$ cat src/rtl/ssw_pkg.sv
package ssw_pkg;

  localparam int unsigned POINT_CAPACITY_DEF = 64;

  // Fixed field widths
  localparam int unsigned TIME_W   = 32;
  localparam int unsigned SIG_W    = 24;
  localparam int unsigned BYTE_W   = 8;
  localparam int unsigned PERIOD_W = 16;
  localparam int unsigned GAIN_W   = 16;
  localparam int unsigned POINT_W  = 16;
  localparam int unsigned CNT_W    = 7;
  localparam int unsigned PROD_W   = SIG_W + GAIN_W + 1;

  // Configuration port
  localparam int unsigned CFG_IDX_W  = 3;
  localparam int unsigned CFG_DATA_W = 32;

  typedef enum logic [CFG_IDX_W-1:0] {
    REG_SAMPLE_PERIOD = 3'd0,
    REG_WINDOW_LENGTH = 3'd1,
    REG_SIGNAL_GAIN   = 3'd2,
    REG_SIGNAL_OFFSET = 3'd3,
    REG_QUAL_READY    = 3'd4,
    REG_QUAL_NREADY   = 3'd5
  } cfg_reg_e;

  // Reset values of the registers
  localparam logic [PERIOD_W-1:0]   SAMPLE_PERIOD_RST = 16'd200;
  localparam logic [TIME_W-1:0]     WINDOW_LENGTH_RST = 32'd10000;
  localparam logic [GAIN_W-1:0]     SIGNAL_GAIN_RST   = 16'd5000;
  localparam logic [GAIN_W-1:0]     SIGNAL_OFFSET_RST = 16'd32768;
  localparam logic [BYTE_W-1:0]     QUAL_READY_RST    = 8'd88;
  localparam logic [BYTE_W-1:0]     QUAL_NREADY_RST   = 8'd30;

  localparam logic KIND_TICK  = 1'b0;
  localparam logic KIND_BEGIN = 1'b1;

endpackage

$ cat src/rtl/ssw_if.sv
interface ssw_in_if;
  import ssw_pkg::*;

  logic                     valid;
  logic                     ready;
  logic                     kind;
  logic [TIME_W-1:0]        now_ms;
  logic                     enabled;
  logic [TIME_W-1:0]        session_id;
  logic signed [SIG_W-1:0]  signal;
  logic [BYTE_W-1:0]        resp_rate;
  logic                     sensor_ready;
  logic [BYTE_W-1:0]        motion_level;

  modport source (output valid, kind, now_ms, enabled, session_id, signal, resp_rate,
                  sensor_ready, motion_level, input ready);
  modport sink   (input valid, kind, now_ms, enabled, session_id, signal, resp_rate,
                  sensor_ready, motion_level, output ready);
endinterface

interface ssw_out_if;
  import ssw_pkg::*;

  logic                valid;
  logic                ready;
  logic [TIME_W-1:0]   session_out;
  logic [TIME_W-1:0]   window_number;
  logic [TIME_W-1:0]   window_start_ms;
  logic [TIME_W-1:0]   window_end_ms;
  logic [BYTE_W-1:0]   rate_out;
  logic [BYTE_W-1:0]   quality_out;
  logic [BYTE_W-1:0]   motion_out;
  logic [CNT_W-1:0]    points_in_window;
  logic                point_valid;
  logic [POINT_W-1:0]  point_value;
  logic                last_of_window;

  modport source (output valid, session_out, window_number, window_start_ms, window_end_ms,
                  rate_out, quality_out, motion_out, points_in_window, point_valid,
                  point_value, last_of_window, input ready);
  modport sink   (input valid, session_out, window_number, window_start_ms, window_end_ms,
                  rate_out, quality_out, motion_out, points_in_window, point_valid,
                  point_value, last_of_window, output ready);
endinterface

interface ssw_cfg_if;
  import ssw_pkg::*;

  logic                   valid;
  logic                   ready;
  logic [CFG_IDX_W-1:0]   index;
  logic [CFG_DATA_W-1:0]  wdata;

  modport source (output valid, index, wdata, input ready);
  modport sink   (input valid, index, wdata, output ready);
endinterface

$ cat src/rtl/ssw_ram.sv
module ssw_ram #(
  parameter int unsigned WIDTH = 16,
  parameter int unsigned DEPTH = 64
) (
  input  logic                                   clk_i,
  input  logic                                   we_i,
  input  logic [((DEPTH > 1) ? $clog2(DEPTH) : 1)-1:0] waddr_i,
  input  logic [WIDTH-1:0]                       wdata_i,
  input  logic                                   re_i,
  input  logic [((DEPTH > 1) ? $clog2(DEPTH) : 1)-1:0] raddr_i,
  output logic [WIDTH-1:0]                       rdata_o
);

  logic [WIDTH-1:0] mem_q [DEPTH];
  logic [WIDTH-1:0] rdata_q;

  always_ff @(posedge clk_i) begin
    if (we_i) begin
      mem_q[waddr_i] <= wdata_i;
    end
    if (re_i) begin
      rdata_q <= mem_q[raddr_i];
    end
  end

  assign rdata_o = rdata_q;

endmodule

$ cat src/rtl/sensor_sample_windower.sv
// Tick items: accept, scale, then the sample-time remainder (bit-serial divider), then
// the window test. A closing window then emits each stored point by a memory read and
// a load, an empty window by a load alone; a busy output register stalls each load.
// Begin and disabled ticks are done once they are accepted.
// Reset (async, active low) restores register defaults, clears window number,
// start time and point count; the point memory is not cleared.
module sensor_sample_windower #(
  parameter int unsigned POINT_CAPACITY = ssw_pkg::POINT_CAPACITY_DEF
) (
  input  logic  clk_i,
  input  logic  rst_ni,
  ssw_cfg_if.sink   cfg_i,
  ssw_in_if.sink    in_i,
  ssw_out_if.source res_o
);
  import ssw_pkg::*;

  localparam int unsigned AW = (POINT_CAPACITY > 1) ? $clog2(POINT_CAPACITY) : 1;
  localparam logic [CNT_W-1:0] CAP = CNT_W'(POINT_CAPACITY);

  // Sequencer: one-hot
  typedef enum logic [5:0] {
    S_IDLE = 6'b000001,
    S_CALC = 6'b000010,  // register product, decide whether a point may be stored
    S_DIV  = 6'b000100,  // now_ms mod sample period, one bit per cycle
    S_CHK  = 6'b001000,  // window length test, header snapshot
    S_RD   = 6'b010000,  // issue point memory read
    S_LD   = 6'b100000   // load result into the output register
  } state_e;

  state_e state_q, state_d;

  // Configuration registers
  logic [PERIOD_W-1:0] period_q;
  logic [TIME_W-1:0]   length_q;
  logic [GAIN_W-1:0]   gain_q;
  logic [GAIN_W-1:0]   offset_q;
  logic [BYTE_W-1:0]   qual_rdy_q;
  logic [BYTE_W-1:0]   qual_nrdy_q;

  // Captured tick transaction
  logic [TIME_W-1:0]       now_q;
  logic [TIME_W-1:0]       sess_q;
  logic signed [SIG_W-1:0] sig_q;
  logic [BYTE_W-1:0]       rate_q;
  logic                    srdy_q;
  logic [BYTE_W-1:0]       motion_q;

  // Window state
  logic [TIME_W-1:0] wc_q;
  logic [TIME_W-1:0] start_q;
  logic [CNT_W-1:0]  cnt_q;

  // Datapath
  logic signed [PROD_W-1:0] prod_q;
  logic [TIME_W-1:0]        dvd_q;
  logic [PERIOD_W-1:0]      rem_q;
  logic [4:0]               it_q;

  // Header of the closing window and emit index
  logic [TIME_W-1:0] hdr_wc_q;
  logic [TIME_W-1:0] hdr_start_q;
  logic [CNT_W-1:0]  hdr_n_q;
  logic [CNT_W-1:0]  k_q;

  // Output register
  logic                ov_q;
  logic [TIME_W-1:0]   o_sess_q, o_wc_q, o_start_q, o_end_q;
  logic [BYTE_W-1:0]   o_rate_q, o_qual_q, o_motion_q;
  logic [CNT_W-1:0]    o_n_q;
  logic                o_pv_q, o_last_q;
  logic [POINT_W-1:0]  o_val_q;

  logic in_fire, tick_go, out_fire, ld_ok, ld_last, close_win;
  logic [PERIOD_W:0]  trial, trial_sub;
  logic               trial_ge;
  logic [PERIOD_W-1:0] rem_new;
  logic signed [PROD_W:0] scaled;
  logic [POINT_W-1:0]  point;
  logic                ram_we, ram_re;
  logic [POINT_W-1:0]  ram_rdata;
  logic [TIME_W-1:0]   elapsed;

  assign cfg_i.ready = 1'b1;
  assign in_i.ready  = (state_q == S_IDLE);
  assign in_fire     = in_i.valid && in_i.ready;
  assign tick_go     = in_fire && (in_i.kind == KIND_TICK) && in_i.enabled;
  assign out_fire    = ov_q && res_o.ready;
  assign ld_ok       = !ov_q || res_o.ready;
  assign ld_last     = (hdr_n_q == '0) || (k_q == hdr_n_q - CNT_W'(1));

  // Restoring division step; the remainder always stays below the period.
  assign trial     = {rem_q, dvd_q[TIME_W-1]};
  assign trial_sub = trial - {1'b0, period_q};
  assign trial_ge  = (trial >= {1'b0, period_q});
  assign rem_new   = trial_ge ? trial_sub[PERIOD_W-1:0] : trial[PERIOD_W-1:0];

  // signal * gain + offset * 2^16, floored to integer, clamped to 0..65535
  assign scaled = {prod_q[PROD_W-1], prod_q} + $signed({10'd0, offset_q, 16'd0});
  always_comb begin
    if (scaled[PROD_W]) begin
      point = '0;
    end else if (|scaled[PROD_W-1:32]) begin
      point = '1;
    end else begin
      point = scaled[31:16];
    end
  end

  // Point stored on the last divider step when the remainder comes out zero
  assign ram_we    = (state_q == S_DIV) && (it_q == 5'd31) && (rem_new == '0);
  assign ram_re    = (state_q == S_RD);
  assign elapsed   = now_q - start_q;
  assign close_win = (elapsed >= length_q);

  ssw_ram #(
    .WIDTH (POINT_W),
    .DEPTH (POINT_CAPACITY)
  ) u_point_ram (
    .clk_i   (clk_i),
    .we_i    (ram_we),
    .waddr_i (cnt_q[AW-1:0]),
    .wdata_i (point),
    .re_i    (ram_re),
    .raddr_i (k_q[AW-1:0]),
    .rdata_o (ram_rdata)
  );

  always_comb begin
    state_d = state_q;
    case (state_q)
      S_IDLE: begin
        if (tick_go) begin
          state_d = S_CALC;
        end
      end
      S_CALC: begin
        state_d = ((cnt_q < CAP) && (period_q != '0)) ? S_DIV : S_CHK;
      end
      S_DIV: begin
        if (it_q == 5'd31) begin
          state_d = S_CHK;
        end
      end
      S_CHK: begin
        if (close_win) begin
          state_d = (cnt_q != '0) ? S_RD : S_LD;
        end else begin
          state_d = S_IDLE;
        end
      end
      S_RD: begin
        state_d = S_LD;
      end
      S_LD: begin
        if (ld_ok) begin
          state_d = ld_last ? S_IDLE : S_RD;
        end
      end
      default: begin
        state_d = S_IDLE;
      end
    endcase
  end

  // Control state
  always_ff @(posedge clk_i or negedge rst_ni) begin
    if (!rst_ni) begin
      state_q     <= S_IDLE;
      period_q    <= SAMPLE_PERIOD_RST;
      length_q    <= WINDOW_LENGTH_RST;
      gain_q      <= SIGNAL_GAIN_RST;
      offset_q    <= SIGNAL_OFFSET_RST;
      qual_rdy_q  <= QUAL_READY_RST;
      qual_nrdy_q <= QUAL_NREADY_RST;
      wc_q        <= '0;
      start_q     <= '0;
      cnt_q       <= '0;
      ov_q        <= 1'b0;
    end else begin
      state_q <= state_d;

      if (cfg_i.valid && cfg_i.ready) begin
        case (cfg_i.index)
          REG_SAMPLE_PERIOD: period_q    <= cfg_i.wdata[PERIOD_W-1:0];
          REG_WINDOW_LENGTH: length_q    <= cfg_i.wdata[TIME_W-1:0];
          REG_SIGNAL_GAIN:   gain_q      <= cfg_i.wdata[GAIN_W-1:0];
          REG_SIGNAL_OFFSET: offset_q    <= cfg_i.wdata[GAIN_W-1:0];
          REG_QUAL_READY:    qual_rdy_q  <= cfg_i.wdata[BYTE_W-1:0];
          REG_QUAL_NREADY:   qual_nrdy_q <= cfg_i.wdata[BYTE_W-1:0];
          default: ;
        endcase
      end

      if (in_fire) begin
        if (in_i.kind == KIND_BEGIN) begin
          wc_q    <= '0;
          start_q <= in_i.now_ms;
          cnt_q   <= '0;
        end else if (!in_i.enabled) begin
          start_q <= in_i.now_ms;
          cnt_q   <= '0;
        end else if (wc_q == '0) begin
          // first enabled tick opens window number one
          wc_q    <= TIME_W'(1);
          start_q <= in_i.now_ms;
        end
      end

      if (ram_we) begin
        cnt_q <= cnt_q + CNT_W'(1);
      end

      if ((state_q == S_CHK) && close_win) begin
        wc_q    <= wc_q + TIME_W'(1);
        start_q <= now_q;
        cnt_q   <= '0;
      end

      if ((state_q == S_LD) && ld_ok) begin
        ov_q <= 1'b1;
      end else if (out_fire) begin
        ov_q <= 1'b0;
      end
    end
  end

  // Payload
  always_ff @(posedge clk_i) begin
    if (in_fire) begin
      now_q    <= in_i.now_ms;
      sess_q   <= in_i.session_id;
      sig_q    <= in_i.signal;
      rate_q   <= in_i.resp_rate;
      srdy_q   <= in_i.sensor_ready;
      motion_q <= in_i.motion_level;
    end

    if (state_q == S_CALC) begin
      prod_q <= sig_q * $signed({1'b0, gain_q});
      dvd_q  <= now_q;
      rem_q  <= '0;
      it_q   <= '0;
    end

    if (state_q == S_DIV) begin
      dvd_q <= {dvd_q[TIME_W-2:0], 1'b0};
      rem_q <= rem_new;
      it_q  <= it_q + 5'd1;
    end

    if (state_q == S_CHK) begin
      hdr_wc_q    <= wc_q;
      hdr_start_q <= start_q;
      hdr_n_q     <= cnt_q;
      k_q         <= '0;
    end

    if ((state_q == S_LD) && ld_ok) begin
      o_sess_q   <= sess_q;
      o_wc_q     <= hdr_wc_q;
      o_start_q  <= hdr_start_q;
      o_end_q    <= now_q;
      o_rate_q   <= rate_q;
      o_qual_q   <= srdy_q ? qual_rdy_q : qual_nrdy_q;
      o_motion_q <= motion_q;
      o_n_q      <= hdr_n_q;
      o_pv_q     <= (hdr_n_q != '0);
      o_val_q    <= (hdr_n_q != '0) ? ram_rdata : '0;
      o_last_q   <= ld_last;
      k_q        <= k_q + CNT_W'(1);
    end
  end

  assign res_o.valid            = ov_q;
  assign res_o.session_out      = o_sess_q;
  assign res_o.window_number    = o_wc_q;
  assign res_o.window_start_ms  = o_start_q;
  assign res_o.window_end_ms    = o_end_q;
  assign res_o.rate_out         = o_rate_q;
  assign res_o.quality_out      = o_qual_q;
  assign res_o.motion_out       = o_motion_q;
  assign res_o.points_in_window = o_n_q;
  assign res_o.point_valid      = o_pv_q;
  assign res_o.point_value      = o_val_q;
  assign res_o.last_of_window   = o_last_q;

  // Point count never passes the store capacity
  a_cnt_cap: assert property (@(posedge clk_i) disable iff (!rst_ni)
    cnt_q <= CAP) else $error("point count above capacity");

  // A point is written only while there is room
  a_we_room: assert property (@(posedge clk_i) disable iff (!rst_ni)
    ram_we |-> (cnt_q < CAP)) else $error("point write into a full store");

  // An empty-window result is always the only and last one of its run
  a_empty_last: assert property (@(posedge clk_i) disable iff (!rst_ni)
    (res_o.valid && !res_o.point_valid) |-> (res_o.last_of_window && res_o.points_in_window == '0))
    else $error("empty-window result malformed");

  // Loading the last result of a run returns the sequencer to idle
  a_run_end: assert property (@(posedge clk_i) disable iff (!rst_ni)
    ((state_q == S_LD) && ld_ok && ld_last) |=> (state_q == S_IDLE))
    else $error("run did not end after last result");

  // The emit index stays inside the stored points
  a_k_range: assert property (@(posedge clk_i) disable iff (!rst_ni)
    (state_q == S_RD) |-> (k_q < hdr_n_q)) else $error("read past stored points");

endmodule

$ cat src/flat_wrapper.sv
// flat-port wrapper written by rule: the top's interface ports become plain ports
module sensor_sample_windower_flat import ssw_pkg::*;
#(
  parameter int unsigned POINT_CAPACITY = ssw_pkg::POINT_CAPACITY_DEF
)
  (clk_i, rst_ni, cfg_i_valid, cfg_i_index, cfg_i_wdata, cfg_i_ready, in_i_valid, in_i_kind, in_i_now_ms, in_i_enabled, in_i_session_id, in_i_signal, in_i_resp_rate, in_i_sensor_ready, in_i_motion_level, in_i_ready, res_o_valid, res_o_session_out, res_o_window_number, res_o_window_start_ms, res_o_window_end_ms, res_o_rate_out, res_o_quality_out, res_o_motion_out, res_o_points_in_window, res_o_point_valid, res_o_point_value, res_o_last_of_window, res_o_ready);
  ssw_cfg_if cfg_i_i ();
  ssw_in_if in_i_i ();
  ssw_out_if res_o_i ();
  input  logic clk_i;
  input  logic rst_ni;
  input wire logic [$bits(cfg_i_i.valid)-1:0] cfg_i_valid;
  input wire logic [$bits(cfg_i_i.index)-1:0] cfg_i_index;
  input wire logic [$bits(cfg_i_i.wdata)-1:0] cfg_i_wdata;
  output wire logic [$bits(cfg_i_i.ready)-1:0] cfg_i_ready;
  input wire logic [$bits(in_i_i.valid)-1:0] in_i_valid;
  input wire logic [$bits(in_i_i.kind)-1:0] in_i_kind;
  input wire logic [$bits(in_i_i.now_ms)-1:0] in_i_now_ms;
  input wire logic [$bits(in_i_i.enabled)-1:0] in_i_enabled;
  input wire logic [$bits(in_i_i.session_id)-1:0] in_i_session_id;
  input wire logic [$bits(in_i_i.signal)-1:0] in_i_signal;
  input wire logic [$bits(in_i_i.resp_rate)-1:0] in_i_resp_rate;
  input wire logic [$bits(in_i_i.sensor_ready)-1:0] in_i_sensor_ready;
  input wire logic [$bits(in_i_i.motion_level)-1:0] in_i_motion_level;
  output wire logic [$bits(in_i_i.ready)-1:0] in_i_ready;
  output wire logic [$bits(res_o_i.valid)-1:0] res_o_valid;
  output wire logic [$bits(res_o_i.session_out)-1:0] res_o_session_out;
  output wire logic [$bits(res_o_i.window_number)-1:0] res_o_window_number;
  output wire logic [$bits(res_o_i.window_start_ms)-1:0] res_o_window_start_ms;
  output wire logic [$bits(res_o_i.window_end_ms)-1:0] res_o_window_end_ms;
  output wire logic [$bits(res_o_i.rate_out)-1:0] res_o_rate_out;
  output wire logic [$bits(res_o_i.quality_out)-1:0] res_o_quality_out;
  output wire logic [$bits(res_o_i.motion_out)-1:0] res_o_motion_out;
  output wire logic [$bits(res_o_i.points_in_window)-1:0] res_o_points_in_window;
  output wire logic [$bits(res_o_i.point_valid)-1:0] res_o_point_valid;
  output wire logic [$bits(res_o_i.point_value)-1:0] res_o_point_value;
  output wire logic [$bits(res_o_i.last_of_window)-1:0] res_o_last_of_window;
  input wire logic [$bits(res_o_i.ready)-1:0] res_o_ready;
  assign cfg_i_i.valid = cfg_i_valid;
  assign cfg_i_i.index = cfg_i_index;
  assign cfg_i_i.wdata = cfg_i_wdata;
  assign cfg_i_ready = cfg_i_i.ready;
  assign in_i_i.valid = in_i_valid;
  assign in_i_i.kind = in_i_kind;
  assign in_i_i.now_ms = in_i_now_ms;
  assign in_i_i.enabled = in_i_enabled;
  assign in_i_i.session_id = in_i_session_id;
  assign in_i_i.signal = in_i_signal;
  assign in_i_i.resp_rate = in_i_resp_rate;
  assign in_i_i.sensor_ready = in_i_sensor_ready;
  assign in_i_i.motion_level = in_i_motion_level;
  assign in_i_ready = in_i_i.ready;
  assign res_o_valid = res_o_i.valid;
  assign res_o_session_out = res_o_i.session_out;
  assign res_o_window_number = res_o_i.window_number;
  assign res_o_window_start_ms = res_o_i.window_start_ms;
  assign res_o_window_end_ms = res_o_i.window_end_ms;
  assign res_o_rate_out = res_o_i.rate_out;
  assign res_o_quality_out = res_o_i.quality_out;
  assign res_o_motion_out = res_o_i.motion_out;
  assign res_o_points_in_window = res_o_i.points_in_window;
  assign res_o_point_valid = res_o_i.point_valid;
  assign res_o_point_value = res_o_i.point_value;
  assign res_o_last_of_window = res_o_i.last_of_window;
  assign res_o_i.ready = res_o_ready;
  sensor_sample_windower #(.POINT_CAPACITY(POINT_CAPACITY)) u_core (.clk_i(clk_i), .rst_ni(rst_ni), .cfg_i(cfg_i_i), .in_i(in_i_i), .res_o(res_o_i));
endmodule
$ cat config.mk
export PLATFORM = sky130hd
export DESIGN_NAME = sensor_sample_windower_flat
export DESIGN_NICKNAME = d
export VERILOG_FILES = /design/src/rtl/ssw_pkg.sv /design/src/rtl/ssw_if.sv /design/src/rtl/ssw_ram.sv /design/src/rtl/sensor_sample_windower.sv /design/src/flat_wrapper.sv
export SDC_FILE = /design/constraint.sdc
export NUM_CORES = 2
export LEC_CHECK = 0
export BUFFER_PORTS_ARGS = -buffer_cell sky130_fd_sc_hd__clkbuf_2
export CAP_MARGIN = 0
export CORE_UTILIZATION = 60
export DETAILED_ROUTE_END_ITERATION = 10
export PLACE_DENSITY_LB_ADDON = 0.15
export SLEW_MARGIN = 20
export SYNTH_ARGS = -nofsm -noshare
export SYNTH_HDL_FRONTEND = slang
export SYNTH_HIERARCHICAL = 1
export SYNTH_SLANG_ARGS = --single-unit
$ cat constraint.sdc
create_clock -name clk_i -period 7.1 [get_ports clk_i]
set_input_delay 0 -clock clk_i [delete_from_list [all_inputs] [get_ports clk_i]]
set_output_delay 0 -clock clk_i [all_outputs]
set_load 0.01 [all_outputs]
==> metrics.txt <==
r2r worst-path depth=21; Worst-Margin Slew=between 1000 and 1500 ps; Main synth FF type=edfxtp_1; TritonCTS Buffers=166; dpl hpwl=122,000 microns; die height=366 microns; core area=approximately 0.13 sq mm; cell area after placement=0.0840 sq mm; Clk Latency, worst-skew pair=790 ps; Layout Cells excl Fill=a little under 8,000; Initial Util=0.605; Synth Instances=5,247; CP Capture Type=flip-flop; Synth Cell Area=~0.08 sq mm; WP data arrival=approximately 7300 ps; Final ANT Viol Nets=0; Fmax=about 150 MHz; worst path required time=between 7000 and 8000 ps; first-pass detailed-route iteration total=5; commonest non-fill, non-tap cell in the layout=edfxtp_1; design area=0.0923 sq mm; dpl cells=7,286; Worst Skew=29.5 ps; ys async rst share=0.105; nets@finish=6,712; Final Hold Vio Count=0; site row count=133; CTS tree=built; largest area contributor in the netlist=edfxtp_1; Post-Syn Nets=between 5,000 and 6,000; DRT Wirelength=187,000 microns; critical path class=reg2reg; Vias/cell=5.91; Synth cell types=85; Final TNS setup=0 ps; fraction of layout cells with a size suffix above 1=0.186; # clock sinks=roughly 1,700; Syn-to-layout area delta=16.0%; Die ar.=0.134 sq mm; largest net degree at the start of global routing=131; Slew Limit Fails=0; Clock Tree Root=clkbuf_16; vias in the first global route=47,400; syn_area_per_cell=roughly 15 sq um; Seq cells post-synth=1,652; GP Congestion=0.904; r2r endpoint=u_core/prod_q[37]; number of H-tree levels=4; Worst Setup EP=u_core/prod_q[37]; Startpoint Class=flip-flop; Reg clk slew, reported paths=60 ps; Final setup viols=0; final core occ=0.702; grt total ovfl=0; Max-cap violations=0; period utilization=0.960; register area share after synthesis=0.613; Slew headroom=0.272; port buffer count=roughly 330; first-pass GRT wire length=285,000 microns; RSZ-0062 raised after global routing=false; DIE WIDTH=366 microns; most frequent cells in the layout=edfxtp_1 (1,477), inv_1 (565), nand2_1 (399), fa_1 (378), clkbuf_2 (324); ranking of synthesized cells by area=edfxtp_1 (56%), fa_1 (9.5%), mux4_2 (6.2%); r2r setup slk=around 280 ps; total track usage=0.282; CP Max Fanout=12; outcome=finished, final reports clean; CTS max path bufs=3; post-synth top area share=0.557; WL/cell=23.7 microns; class of the worst hold path=in2reg; drt initial violations=4,625; number of enable flip-flop cells after synthesis=between 1,000 and 1,500; Synth Warn #=6; r2r startpoint=u_core/gain_q[8]; Setup crit start=u_core/gain_q[8]; minimum clock period=slightly below 7000 ps; antenna violations before repair=4; number of remaining DRC errors=0; Vias=46,500; IO Pins=327
## critical path, cell delays in order, from the launching register on
cell and delay, ps:
dfstp_2 670, nand2_1 120, fa_1 550, inv_1 50, fa_1 480, fa_1 520, fa_1 520, fa_1 570
inv_1 60, fa_1 530, inv_1 40, ha_1 320, o21a_1 190, o21a_1 160, o21a_1 180, o22ai_1 140
o31a_1 260, o21ai_1 170, and2_1 250, and3_1 210, o41ai_1 380, xnor2_1 130
## synthesized netlist by cell type, types with 10 or more instances
master / n
and4_1: 10
buf_4: 14
nor3_1: 28
nand4_1: 31
buf_2: 37
a22o_1: 38
a221oi_1: 19
a21o_1: 48
o31ai_1: 12
and2_1: 168
xor2_1: 33
and3_1: 21
dfstp_2: 22
nand3_1: 60
a211oi_1: 24
or2_2: 11
mux2i_1: 126
a22oi_1: 40
xnor2_1: 80
mux4_2: 220
or3_1: 12
clkbuf_1: 124
a21oi_1: 140
fa_1: 378
nor2b_1: 62
o21a_1: 22
nor4_1: 23
buf_6: 17
a211o_1: 15
inv_1: 568
dfrtp_1: 152
a31oi_1: 25
edfxtp_1: 1477
ha_1: 202
nand2_1: 400
nor2_1: 226
mux2_2: 86
nand2b_1: 25
o21ai_0: 122
## layout make-up
type,count,area [sq um]
Tap cell,1755,2200
Sequential cell,1652,48800
Clock buffer,214,4530
Antenna cell,1,2.50
Timing Repair Buffer,780,5940
Inverter,568,2140
Fill cell,8644,39200
Clock inverter,92,902
Multi-Input combinational cell,2817,27800
## metrics by stage
step / setup WS [ps] / hold slack [ps]
3_3_place_gp: 282 / 58.3
2_1_floorplan: 546 / -296
4_1_cts: 171 / 3.64
5_1_grt: 12.6 / 69.5
6_report: 285 / 67.8
3_5_place_dp: 161 / 66.1
## what timing repair did
action,in CTS,in global routing
endpoints found under the setup margin,0,4
hold buffers,280,0
buffers inserted,0,5
resized for setup,0,3
endpoints found under the hold margin,430,0
## cells by family (layout without fill, tap and decap cells)
group | after synthesis | count (layout) | share of synthesized area
adder cells (fa/ha/maj) | 580 | 580 | 0.127
other | 1 | 2 | 0.0000471
AND/OR/NAND/NOR | 1112 | 1112 | 0.0678
XOR/XNOR | 113 | 113 | 0.0124
buffers and inverters | 778 | 1654 | 0.0411
AO/OA/AOI/OAI | 575 | 575 | 0.0477
flip-flops | 1652 | 1652 | 0.613
multiplexers | 436 | 436 | 0.0916
## layer usage
layer | routed length [microns] | track usage
met4 | 4930 | 0.0810
met5 | 26 | 0
met3 | 13600 | 0.0431
met1 | 76800 | 0.402
met2 | 91200 | 0.456
## flip-flops by register name, summed over array words and instances (netlist names), 24 cells and up
signal / flops
u_core/sig_q: 24
u_core/wc_q: 32
u_core/res_o.session_out: 32
u_core/dvd_q: 32
u_core/hdr_wc_q: 32
u_core/res_o.window_end_ms: 32
u_core/start_q: 32
u_core/length_q: 32
u_core/sess_q: 32
u_core/now_q: 32
u_core/hdr_start_q: 32
u_core/prod_q: 25
u_core/u_point_ram/mem_q: 1024
u_core/res_o.window_number: 32
u_core/res_o.window_start_ms: 32
## worst min-delay path by stage
stage | cells past startpoint | startpoint | to
floorplan | 0 | rst_ni | u_core/cnt_q[0]
CTS | 4 | cfg_i_wdata[23] | u_core/length_q[23]
global route | 4 | cfg_i_wdata[23] | u_core/length_q[23]
finish | 4 | cfg_i_wdata[21] | u_core/length_q[21]
detailed placement | 1 | rst_ni | u_core/wc_q[29]
global placement | 1 | rst_ni | u_core/wc_q[29]
Power is left out: the tool's default activity adds up to more than one toggle a clock period on the data nets, which glitch-free logic cannot reach.
